## src/design/etg_pkg.sv

```systemverilog
// Shared types and constants of the energy transient gesture detector.
// No dependencies; imported by every other file of the block.
package etg_pkg;

   localparam int unsigned ENERGY_W   = 16;
   localparam int unsigned ENV_W      = 32;
   localparam int unsigned ENV_FRAC_W = 16;
   localparam int unsigned WEIGHT_W   = 16;
   localparam int unsigned RATIO_W    = 11;
   localparam int unsigned RATIO_SH   = 24;
   localparam int unsigned NEW_W      = WEIGHT_W + ENERGY_W;
   localparam int unsigned DECAY_W    = WEIGHT_W + ENV_W;
   localparam int unsigned CMP_W      = ENV_W + RATIO_W;
   localparam int unsigned CSR_IDX_W  = 8;
   localparam int unsigned CSR_DATA_W = 16;
   localparam int unsigned RSP_DATA_W = 40;

   localparam logic [WEIGHT_W-1:0] W_OLD = 16'd64225;
   localparam logic [WEIGHT_W-1:0] W_NEW = 16'd1311;

   localparam logic [CSR_IDX_W-1:0] REG_SCAN_LENGTH   = 8'd0;
   localparam logic [CSR_IDX_W-1:0] REG_TRIGGER_FLOOR = 8'd1;
   localparam logic [CSR_IDX_W-1:0] REG_TRIGGER_RATIO = 8'd2;
   localparam logic [CSR_IDX_W-1:0] REG_RELEASE_RATIO = 8'd3;

   localparam logic [15:0]        RST_SCAN_LENGTH   = 16'd24000;
   localparam logic [15:0]        RST_TRIGGER_FLOOR = 16'd983;
   localparam logic [RATIO_W-1:0] RST_TRIGGER_RATIO = 11'd512;
   localparam logic [RATIO_W-1:0] RST_RELEASE_RATIO = 11'd333;

   typedef enum logic [1:0] {
      PH_IDLE = 2'd0,
      PH_SCAN = 2'd1,
      PH_LOCK = 2'd2
   } phase_type;

   typedef enum logic [2:0] {
      BK_IDLE,
      BK_SCALE,
      BK_ENV,
      BK_RATIO,
      BK_UPDATE
   } back_step_type;

   typedef struct packed {
      logic [ENERGY_W-1:0] energy;
      logic [NEW_W-1:0]    weighted;
   } etg_item_type;

   typedef struct packed {
      logic [15:0]        scan_length;
      logic [15:0]        trigger_floor;
      logic [RATIO_W-1:0] trigger_ratio;
      logic [RATIO_W-1:0] release_ratio;
   } etg_cfg_type;

endpackage

```

## src/design/etg_front.sv

```systemverilog
// Front end: takes sample pair transfers, forms the unsigned Q1.15 energy and its new-sample term.
// Depends on etg_pkg.
module etg_front import etg_pkg::*; #(
   parameter int unsigned SAMPLE_WIDTH = 16
) (
   input  logic                      clock,
   input  logic                      reset,
   input  logic                      in_valid,
   output logic                      in_ready,
   input  logic [SAMPLE_WIDTH-1:0]   left_sample,
   input  logic [SAMPLE_WIDTH-1:0]   right_sample,
   output logic                      out_valid,
   input  logic                      out_ready,
   output etg_item_type              out_item
);

   localparam int unsigned SUM_W = SAMPLE_WIDTH + 1;
   localparam int unsigned EXT_W = SUM_W + ENERGY_W;
   localparam int unsigned SH_R  = (SAMPLE_WIDTH > 15) ? SAMPLE_WIDTH - 15 : 0;
   localparam int unsigned SH_L  = (SAMPLE_WIDTH < 15) ? 15 - SAMPLE_WIDTH : 0;

   logic                     valid_ff, valid_in;
   etg_item_type             item_ff;
   logic [SAMPLE_WIDTH-1:0]  mag_l, mag_r;
   logic [SUM_W-1:0]         mag_sum;
   logic [EXT_W-1:0]         sum_ext;
   logic [ENERGY_W-1:0]      energy;
   logic                     take;

   // two's complement magnitude; the most negative code maps to 2^(w-1)
   assign mag_l   = left_sample[SAMPLE_WIDTH-1]  ? (~left_sample + 1'b1)  : left_sample;
   assign mag_r   = right_sample[SAMPLE_WIDTH-1] ? (~right_sample + 1'b1) : right_sample;
   assign mag_sum = SUM_W'(mag_l) + SUM_W'(mag_r);
   assign sum_ext = EXT_W'(mag_sum);
   assign energy  = ENERGY_W'((sum_ext >> SH_R) << SH_L);

   assign in_ready = !valid_ff || out_ready;
   assign take     = in_valid && in_ready;

   always_comb begin
      valid_in = valid_ff;
      if (take) begin
         valid_in = 1'b1;
      end else if (out_ready) begin
         valid_in = 1'b0;
      end
   end

   always_ff @(posedge clock) begin
      if (reset) begin
         valid_ff <= 1'b0;
      end else begin
         valid_ff <= valid_in;
      end
   end

   always_ff @(posedge clock) begin
      if (take) begin
         item_ff.energy   <= energy;
         item_ff.weighted <= NEW_W'(W_NEW) * NEW_W'(energy);
      end
   end

   assign out_valid = valid_ff;
   assign out_item  = item_ff;

endmodule

```

## src/design/etg_queue.sv

```systemverilog
// Two-entry queue decoupling the front end from the envelope/state back end.
// Depends on etg_pkg.
module etg_queue import etg_pkg::*; (
   input  logic          clock,
   input  logic          reset,
   input  logic          push_valid,
   output logic          push_ready,
   input  etg_item_type  push_item,
   output logic          pop_valid,
   input  logic          pop,
   output etg_item_type  pop_item
);

   etg_item_type  slot_ff [2];
   logic          wr_ptr_ff, wr_ptr_in;
   logic          rd_ptr_ff, rd_ptr_in;
   logic [1:0]    count_ff, count_in;
   logic          do_push, do_pop;

   assign push_ready = (count_ff != 2'd2);
   assign pop_valid  = (count_ff != 2'd0);
   assign do_push    = push_valid && push_ready;
   assign do_pop     = pop && pop_valid;
   assign pop_item   = slot_ff[rd_ptr_ff];

   always_comb begin
      wr_ptr_in = do_push ? !wr_ptr_ff : wr_ptr_ff;
      rd_ptr_in = do_pop  ? !rd_ptr_ff : rd_ptr_ff;
      count_in  = count_ff;
      if (do_push && !do_pop) begin
         count_in = count_ff + 2'd1;
      end else if (do_pop && !do_push) begin
         count_in = count_ff - 2'd1;
      end
   end

   always_ff @(posedge clock) begin
      if (reset) begin
         wr_ptr_ff <= 1'b0;
         rd_ptr_ff <= 1'b0;
         count_ff  <= 2'd0;
      end else begin
         wr_ptr_ff <= wr_ptr_in;
         rd_ptr_ff <= rd_ptr_in;
         count_ff  <= count_in;
      end
   end

   always_ff @(posedge clock) begin
      if (do_push) begin
         slot_ff[wr_ptr_ff] <= push_item;
      end
   end

endmodule

```

## src/design/etg_back.sv

```systemverilog
// Back end: envelope update over four steps, detector state machine, result register.
// Depends on etg_pkg.
module etg_back import etg_pkg::*; (
   input  logic                   clock,
   input  logic                   reset,
   input  etg_cfg_type            cfg,
   input  logic                   q_valid,
   output logic                   q_pop,
   input  etg_item_type           q_item,
   output logic                   rsp_tvalid,
   input  logic                   rsp_tready,
   output logic [RSP_DATA_W-1:0]  rsp_tdata
);

   back_step_type          step_ff, step_in;
   phase_type              phase_ff, phase_in;
   logic [ENV_W-1:0]       envelope_ff;
   logic [15:0]            count_ff, count_in;
   logic [ENERGY_W-1:0]    captured_ff, captured_in;
   etg_item_type           item_ff;
   logic [DECAY_W-1:0]     decay_ff;
   logic [ENV_W-1:0]       env_calc_ff;
   logic [CMP_W-1:0]       ratio_prod_ff;
   logic [RATIO_W-1:0]     ratio_sel;
   logic                   rsp_valid_ff;
   logic [RSP_DATA_W-1:0]  rsp_data_ff;
   logic                   out_free, fire;
   logic [CMP_W-1:0]       e24;
   logic                   above, below;
   logic [15:0]            count_inc;
   logic                   lock;

   assign out_free = !rsp_valid_ff || rsp_tready;

   // sequencer next step
   always_comb begin
      step_in = step_ff;
      unique case (step_ff)
         BK_IDLE:   step_in = q_valid ? BK_SCALE : BK_IDLE;
         BK_SCALE:  step_in = BK_ENV;
         BK_ENV:    step_in = BK_RATIO;
         BK_RATIO:  step_in = BK_UPDATE;
         BK_UPDATE: begin
            if (out_free) begin
               step_in = q_valid ? BK_SCALE : BK_IDLE;
            end
         end
         default:   step_in = BK_IDLE;
      endcase
   end

   // sequencer outputs
   always_comb begin
      q_pop = 1'b0;
      fire  = 1'b0;
      unique case (step_ff)
         BK_IDLE:   q_pop = q_valid;
         BK_UPDATE: begin
            fire  = out_free;
            q_pop = out_free && q_valid;
         end
         default: begin
            q_pop = 1'b0;
            fire  = 1'b0;
         end
      endcase
   end

   assign ratio_sel = (phase_ff == PH_SCAN) ? cfg.release_ratio : cfg.trigger_ratio;
   assign e24       = CMP_W'({item_ff.energy, {RATIO_SH{1'b0}}});
   assign above     = e24 > ratio_prod_ff;
   assign below     = e24 < ratio_prod_ff;
   assign count_inc = (count_ff == 16'hFFFF) ? count_ff : count_ff + 16'd1;

   // detector state machine
   always_comb begin
      phase_in    = phase_ff;
      count_in    = count_ff;
      captured_in = captured_ff;
      lock        = 1'b0;
      unique case (phase_ff)
         PH_IDLE: begin
            if (above && (item_ff.energy > cfg.trigger_floor)) begin
               phase_in = PH_SCAN;
               count_in = 16'd0;
            end
         end
         PH_SCAN: begin
            count_in = count_inc;
            lock = (count_inc >= cfg.scan_length) ||
                   (below && (count_inc > (cfg.scan_length >> 1)));
            if (lock) begin
               phase_in    = PH_LOCK;
               captured_in = item_ff.energy;
            end
         end
         default: phase_in = PH_LOCK;
      endcase
   end

   always_ff @(posedge clock) begin
      if (reset) begin
         step_ff      <= BK_IDLE;
         phase_ff     <= PH_IDLE;
         envelope_ff  <= '0;
         count_ff     <= '0;
         captured_ff  <= '0;
         rsp_valid_ff <= 1'b0;
      end else begin
         step_ff <= step_in;
         if (fire) begin
            phase_ff     <= phase_in;
            envelope_ff  <= env_calc_ff;
            count_ff     <= count_in;
            captured_ff  <= captured_in;
            rsp_valid_ff <= 1'b1;
         end else if (rsp_tready) begin
            rsp_valid_ff <= 1'b0;
         end
      end
   end

   always_ff @(posedge clock) begin
      if (q_pop) begin
         item_ff <= q_item;
      end
      if (step_ff == BK_SCALE) begin
         decay_ff <= DECAY_W'(W_OLD) * DECAY_W'(envelope_ff);
      end
      if (step_ff == BK_ENV) begin
         env_calc_ff <= ENV_W'(decay_ff >> ENV_FRAC_W) + ENV_W'(item_ff.weighted);
      end
      if (step_ff == BK_RATIO) begin
         ratio_prod_ff <= CMP_W'(env_calc_ff) * CMP_W'(ratio_sel);
      end
      if (fire) begin
         rsp_data_ff <= RSP_DATA_W'({env_calc_ff[ENV_W-1:ENV_FRAC_W], captured_in,
                                     phase_in});
      end
   end

   assign rsp_tvalid = rsp_valid_ff;
   assign rsp_tdata  = rsp_data_ff;

endmodule

```

## src/design/energy_transient_gesture_detector.sv

```systemverilog
// Channel | ports                         | payload
// req     | req_tvalid/tready/tdata       | left_sample, right_sample
// rsp     | rsp_tvalid/tready/tdata       | detector_state, locked_energy, envelope_level
// csr     | csr_valid/ready/index/data    | scan_length, trigger_floor, *_ratio
// One result per sample pair. The back end works each item in order through a decay multiply,
// envelope sum, ratio multiply and state update, and takes no new item before the state update
// of the current one, which waits while rsp holds an untaken result. Between a req transfer and
// rsp_tvalid lie the front-end register, a queue slot, the back-end item register and these steps.
// A two-entry queue between front and back lets input transfers continue while a result waits.
// Synchronous active-high reset clears state and restores register defaults. CSR writes are always accepted.
// Top level of the detector; depends on etg_pkg, etg_front, etg_queue, etg_back.
module energy_transient_gesture_detector import etg_pkg::*; #(
   parameter int unsigned SAMPLE_WIDTH = 16
) (
   input  logic                                    clock,
   input  logic                                    reset,
   input  logic                                    req_tvalid,
   output logic                                    req_tready,
   // left_sample, right_sample
   input  logic [((2*SAMPLE_WIDTH+7)/8)*8-1:0]     req_tdata,
   output logic                                    rsp_tvalid,
   input  logic                                    rsp_tready,
   // detector_state [1:0], locked_energy [17:2], envelope_level [33:18]
   output logic [RSP_DATA_W-1:0]                   rsp_tdata,
   input  logic                                    csr_valid,
   output logic                                    csr_ready,
   input  logic [CSR_IDX_W-1:0]                    csr_index,
   input  logic [CSR_DATA_W-1:0]                   csr_data
);

   etg_cfg_type   cfg_ff;
   logic          f_valid, f_ready;
   etg_item_type  f_item;
   logic          q_valid, q_pop;
   etg_item_type  q_item;

   assign csr_ready = 1'b1;

   always_ff @(posedge clock) begin
      if (reset) begin
         cfg_ff.scan_length   <= RST_SCAN_LENGTH;
         cfg_ff.trigger_floor <= RST_TRIGGER_FLOOR;
         cfg_ff.trigger_ratio <= RST_TRIGGER_RATIO;
         cfg_ff.release_ratio <= RST_RELEASE_RATIO;
      end else if (csr_valid && csr_ready) begin
         unique case (csr_index)
            REG_SCAN_LENGTH:   cfg_ff.scan_length   <= csr_data;
            REG_TRIGGER_FLOOR: cfg_ff.trigger_floor <= csr_data;
            REG_TRIGGER_RATIO: cfg_ff.trigger_ratio <= csr_data[RATIO_W-1:0];
            REG_RELEASE_RATIO: cfg_ff.release_ratio <= csr_data[RATIO_W-1:0];
            default: ;
         endcase
      end
   end

   etg_front #(
      .SAMPLE_WIDTH (SAMPLE_WIDTH)
   ) u_front (
      .clock        (clock),
      .reset        (reset),
      .in_valid     (req_tvalid),
      .in_ready     (req_tready),
      .left_sample  (req_tdata[SAMPLE_WIDTH-1:0]),
      .right_sample (req_tdata[2*SAMPLE_WIDTH-1:SAMPLE_WIDTH]),
      .out_valid    (f_valid),
      .out_ready    (f_ready),
      .out_item     (f_item)
   );

   etg_queue u_queue (
      .clock      (clock),
      .reset      (reset),
      .push_valid (f_valid),
      .push_ready (f_ready),
      .push_item  (f_item),
      .pop_valid  (q_valid),
      .pop        (q_pop),
      .pop_item   (q_item)
   );

   etg_back u_back (
      .clock      (clock),
      .reset      (reset),
      .cfg        (cfg_ff),
      .q_valid    (q_valid),
      .q_pop      (q_pop),
      .q_item     (q_item),
      .rsp_tvalid (rsp_tvalid),
      .rsp_tready (rsp_tready),
      .rsp_tdata  (rsp_tdata)
   );

endmodule

```

## config.mk

```make
export PLATFORM = sky130hd
export DESIGN_NAME = energy_transient_gesture_detector
export DESIGN_NICKNAME = d
export VERILOG_FILES = /design/src/design/etg_pkg.sv /design/src/design/etg_front.sv /design/src/design/etg_queue.sv /design/src/design/etg_back.sv /design/src/design/energy_transient_gesture_detector.sv
export SDC_FILE = /design/constraint.sdc
export NUM_CORES = 2
export LEC_CHECK = 0
export BUFFER_PORTS_ARGS = -buffer_cell sky130_fd_sc_hd__clkbuf_2
export CAP_MARGIN = 10
export CORE_MARGIN = 5
export CORE_UTILIZATION = 60
export DETAILED_ROUTE_END_ITERATION = 8
export HOLD_SLACK_MARGIN = 0.12
export PLACE_DENSITY = 0.77
export RECOVER_POWER = 25
export SYNTH_ARGS = -nofsm -noshare
export SYNTH_HDL_FRONTEND = slang
export SYNTH_HIERARCHICAL = 1
export SYNTH_SLANG_ARGS = --single-unit
```

## constraint.sdc

```tcl
create_clock -name clock -period 22 [get_ports clock]
set_input_delay 4.4 -clock clock [delete_from_list [all_inputs] [get_ports clock]]
set_output_delay 4.4 -clock clock [all_outputs]
set_load 0.005 [all_outputs]
```

Word level (Yosys, flattened, before mapping)
Memory sizes are Yosys's and may differ from the RTL's. A register that Yosys moved wholly into a read port is not among the register bits.
Index checks and enable logic that the tools add are counted.

word-level totals
  flip-flop bits (word level) = 361
  bits in writable memories = 86
  input port bits = 61
  memories = 1

cells by class
  add/subtract/negate cells = 7
  multiply operators = 3
  order comparisons = 5
  equal/unequal tests = 12
  mux-type cells = 24
  bitwise logic cells = 2
  reduce and logical (&&, ||, !) cells = 30

memory list
  memory           words  width  read ports  clocked after Yosys merged registers in  write ports  line             text
  u_queue.slot_ff  2      43     1           1                                        1            etg_queue.sv:14  etg_item_type slot_ff [2];

operators by type and width
  kind                      count
  $mux W16                  6
  $add A16 B1 Y16 const B   3
  $mul A16 B32 Y48 const A  1
  $gt A40 B43 Y1            1
  $lt A40 B43 Y1            1
  $mul A32 B11 Y43          1
  $add A32 B32 Y32          1
  $not A16 Y16              2
  $pmux W16 S2              1
  $mul A11 B16 Y27 const A  1
  $add A16 B16 Y17          1
  $eq A16 B16 Y1 const B    1
  $eq A8 B2 Y1 const B      2
  $ge A16 B16 Y1            1
  $gt A16 B15 Y1            1
  $gt A16 B16 Y1            1
  $pmux W3 S5               1
  $mux W11                  1
  $reduce_bool A2 Y1        5
  $eq A8 B1 Y1 const B      1
  $logic_and A1 B1 Y1       8
  $logic_not A8 Y1          1
  $mux W1                   8
  $mux W2                   4
  17 further kinds          29

Logic depth before layout (Yosys ltp)
  depth in word-level cells = 8
  gate-level depth with buffers = 31
  gate-level depth less buffers = 31

By module
Netlist, hierarchy kept.

modules (own cells, without submodules)
  module                             instances  cells each  area each (um^2)  sequential area each (um^2)
  etg_back                           1          3332        32776.4           7076.8
  etg_front                          1          631         6406.1            1281.2
  etg_queue                          1          173         3678.5            2982.9
  energy_transient_gesture_detector  1          214         2247.2            1081.0

Worst setup path after synthesis
OpenSTA, ideal clock, no wires.

  kind = input to register
  start point = input req_tdata[16]
  end point = register u_front.item_ff, in the netlist u_front/out_item[25], data pin
  data arrival time = 11.160 ns
  data required time = 21.842 ns
  slack = 10.683 ns
  stages on the path = 29
  cell sequence = inv_1 > ha_1 > nand2_1 > o31ai_1 > xnor2_1 > ha_1 > and2_0 > a221o_1 > o31ai_2 > a21oi_2 > a2111oi_0 > nor2_1 > xor2_1 > fa_1 > inv_1 > ha_1 > fa_1 > inv_1 > fa_1 > fa_1 > inv_1 > ha_1 > a21o_1 > a21o_1 > nor3_1 > a21oi_1 > a31o_2 > or4_1 > o211ai_1

on the way
  longest elaborated chain between the ends = 5

RTL lines
  element                  line                                     text
  from (decl)              energy_transient_gesture_detector.sv:20  input logic [((2*SAMPLE_WIDTH+7)/8)*8-1:0] req_tdata,
  $not A16 Y16             etg_front.sv:32                          assign mag_r = right_sample[SAMPLE_WIDTH-1] ? (~right_sample + 1'b1) : right_sample;
  $add A16 B1 Y16          etg_front.sv:32
  $mux W16 (*)             etg_front.sv:32
  $add A16 B16 Y17 (*)     etg_front.sv:33                          assign mag_sum = SUM_W'(mag_l) + SUM_W'(mag_r);
  via u_front.mag_sum[15]  etg_front.sv:25                          logic [SUM_W-1:0] mag_sum;
  $mul A11 B16 Y27 (*)     etg_front.sv:60                          item_ff.weighted <= NEW_W'(W_NEW) * NEW_W'(energy);
  to (decl)                etg_front.sv:23                          etg_item_type item_ff;

Mark *: on every way through the listed nets, which the timed path passes. The rest lies on a longest branch.
A chain may end at the register's enable or synchronous reset.

Worst setup path after layout
Ends and elaborated chain as after synthesis.

==> metrics.txt <==
EDFF count, synth 327; die footprint 0.08076 sq mm; post-route cell area 0.04805 sq mm; outcome complete, but fails checks; post-CTS setup buffer count 0; post-placement cell area 0.04645 sq mm; Seq cells post-synth 457; Post-synth top flop edfxtp_1; DR iter-0 viols 1811; r2r setup slk 13.96 ns; Skew-Pair Late Insertion Delay 0.60 ns; total core area 0.07445 sq mm; Avg Cell Area, Syn 10.37 sq um; sequential-to-total area share from yosys stat 27.54%; slowest CP cell xor2_1; CP Launch Type input pin; Post-route DRC 0; Hold WC Path Type flip-flop to flip-flop; Routed WL per cell 17.97 um; GRT Resource Usage Total 24.56%; maxcap violations 3; Filler cells 5751; Lkg Pwr 22.64 nW; largest net degree at the start of global routing 85; failing checks max-capacitance violations, max-slew violations; Final HPWL DP 75.20 mm; crit-path max FO 9; synth warn 6; Pre-antenna DRT Iters 6; Post-CTS Hold Fix Bufs 0; setup violators final 0; first-pass GRT wire length 162.4 mm; vias in the first global route 32030; routed wire length 97.29 mm; num rows 100; Resize count post-CTS 0; grt ovf 0; Yosys cell types 96; Num Clock Sinks 457; antenna violations before repair 1; CP endpoint kind flip-flop; Num CTS Buffers 48; Worst Skew 0.03373 ns; CP peak stage delay 0.76 ns; RSZ-0062 raised after global routing false; pwr dens 155.8 mW/mm^2; total number of vias 30120; maximum vdd drop 646.2 uV; Max Clk Rate 0.08550 GHz; Die Ht 284.2 um; root cell of the clock tree clkbuf_16; actual slew at the worst max-slew pin 2.908 ns; Period minus WS final 11.70 ns; placer congestion estimate 0.8883; Area Overhead vs Synth 6.521%; Antenna Nets Post-Route 0; Die X 284.2 um; setup TNS 0 ns; crit path DAT 12.13 ns; Power, Total 0.007486 W; Clock Tree Buf Depth 3; critical path class input pin to flip-flop; slew margin rel. -93.85%; Post-layout nets 5531; TritonCTS clock tree done; ys async rst share 0%; Slew Viols, Final 115; Final Hold Viols 0; IO Count 104; Mapped Cells 4350; Worst-path clk slew 0.06 ns; CP required 22.43 ns; initial core utilization 60.59%; Port-buffer cells 96; routed vias/inst 5.564; Tcrit/Tclk final 53.16%; Syn Std Cell Area 0.04511 sq mm; layout cells sized above 1 6.505%; # H-tree levels 2
-- cell usage after synthesis (all sizes together), types with 16 or more instances --
master | n | share of area [%]
a21o | 96 | 1.6
a21oi | 173 | 1.9
a31oi | 17 | 0.25
and2 | 159 | 2.2
buf | 34 | 0.61
clkbuf | 95 | 0.79
dfxtp | 130 | 5.8
edfxtp | 327 | 22
fa | 553 | 25
ha | 513 | 14
inv | 868 | 7.2
mux2 | 65 | 1.7
mux2i | 55 | 1.2
nand2 | 406 | 3.4
nand2b | 78 | 1.1
nand3 | 39 | 0.43
nand4 | 40 | 0.59
nor2 | 127 | 1.1
nor2b | 20 | 0.28
nor3 | 31 | 0.39
o21a | 33 | 0.55
o21ai | 106 | 1.2
or3 | 16 | 0.22
xnor2 | 121 | 2.4
xor2 | 55 | 1.1
-- power by group --
part	total, W	internal, W	switching, W
logic	0.00501	0.00216	0.00285
clock network	0.000828	0.000484	0.000344
registers	0.00165	0.00144	0.000210
-- path summary, 6_finish.rpt --
kind                                                  to                 start  cells past startpoint
worst min-delay path              u_queue/slot_ff[0][43]  u_front/out_item[43]                      0
worst max-delay path                u_front/out_item[25]         req_tdata[16]                     30
worst max register to register  u_back/ratio_prod_ff[39]    u_back/phase_ff[0]                     23
worst min register to register    u_queue/slot_ff[0][43]  u_front/out_item[43]                      0
-- through the flow --
step           hold WS [ns]  instances  worst slack [ns]  util (%)
2_1_floorplan        0.4215       4359             10.68         -
3_5_place_dp         0.4306       5323             9.768     62.39
4_1_cts              0.4465       5412             10.38     64.58
5_1_grt              0.4523       5412             9.854     64.54
6_report             0.4436       5413             10.30     64.54
3_3_place_gp         0.4235       5323             9.997     62.39
-- metal layers --
| layer | wire length, um | global-route usage [%] | share of wire [%] | vias up |
|---|---|---|---|---|
| met2 | 49110 | 43.51 | 50 | 749 |
| met1 | 40840 | 32.29 | 42 | 14970 |
| met5 | 16 | 0 | 0.016 | - |
| met4 | 2509 | 6.388 | 2.6 | 2 |
| li1 | - | - | - | 14220 |
| met3 | 4807 | 2.981 | 4.9 | 176 |
-- state kept, by name, summed over array words and instances, names as in the netlist, 2 cells and up, named ones only --
| name | count |
|---|---|
| u_back/count_ff | 16 |
| u_back/envelope_ff | 32 |
| u_back/phase_ff | 2 |
| u_back/env_calc_ff | 32 |
| u_back/decay_ff | 32 |
| u_back/item_ff | 32 |
| u_back/step_ff | 3 |
| u_front/out_item | 42 |
| cfg_ff | 54 |
| u_back/ratio_prod_ff | 43 |
| u_queue/slot_ff | 96 |
| u_back/rsp_tdata | 34 |
| u_back/captured_ff | 16 |
| u_queue/count_ff | 2 |
| u_back/e24 | 16 |
-- worst max-delay path: cells and delay by family --
| kind | cells | cell delay (ns) |
|---|---|---|
| adder cells (fa/ha/maj) | 8 | 3.20 |
| AO/OA/AOI/OAI | 10 | 2.32 |
| AND/OR/NAND/NOR | 5 | 0.99 |
| XOR/XNOR | 2 | 0.89 |
| buffers and inverters | 5 | 0.35 |
-- layout make-up --
cell class	instances	area [sq um]	share of cell area [%]
diodes	1	2.502	0.005208
clock buffers	54	1255	2.612
clock inverters	35	374.1	0.7786
inverters	871	3274	6.815
multi-input cells	2902	28830	60.01
flip-flops and latches	457	12420	25.85
well taps	969	1212	2.523
repair buffers	124	674.4	1.404
-- layout by cell type (no fill, tap or decap), types with 78 or more instances in the layout --
master	count
o21ai_0	102
xnor2_1	119
fa_1	553
edfxtp_1	327
and2_1	157
nand2b_1	78
ha_1	513
dfxtp_1	129
a21oi_1	170
a21o_1	95
clkbuf_2	95
nand2_1	405
nor2_1	127
inv_1	867
-- cells by family (layout without fill, tap and decap cells) --
kind of cell / Yosys count / count (layout) / share of synthesized area [%]
compound gates: 551 / 551 / 7.894
xor+xnor: 176 / 176 / 3.476
fa+ha+maj: 1066 / 1066 / 38.77
buf+inv: 1000 / 1084 / 8.660
flops: 457 / 457 / 27.54
mux: 120 / 120 / 2.918
other cells: 3 / 13 / 0.02496
simple gates: 977 / 977 / 10.72
(Power assumes the default switching activity.)
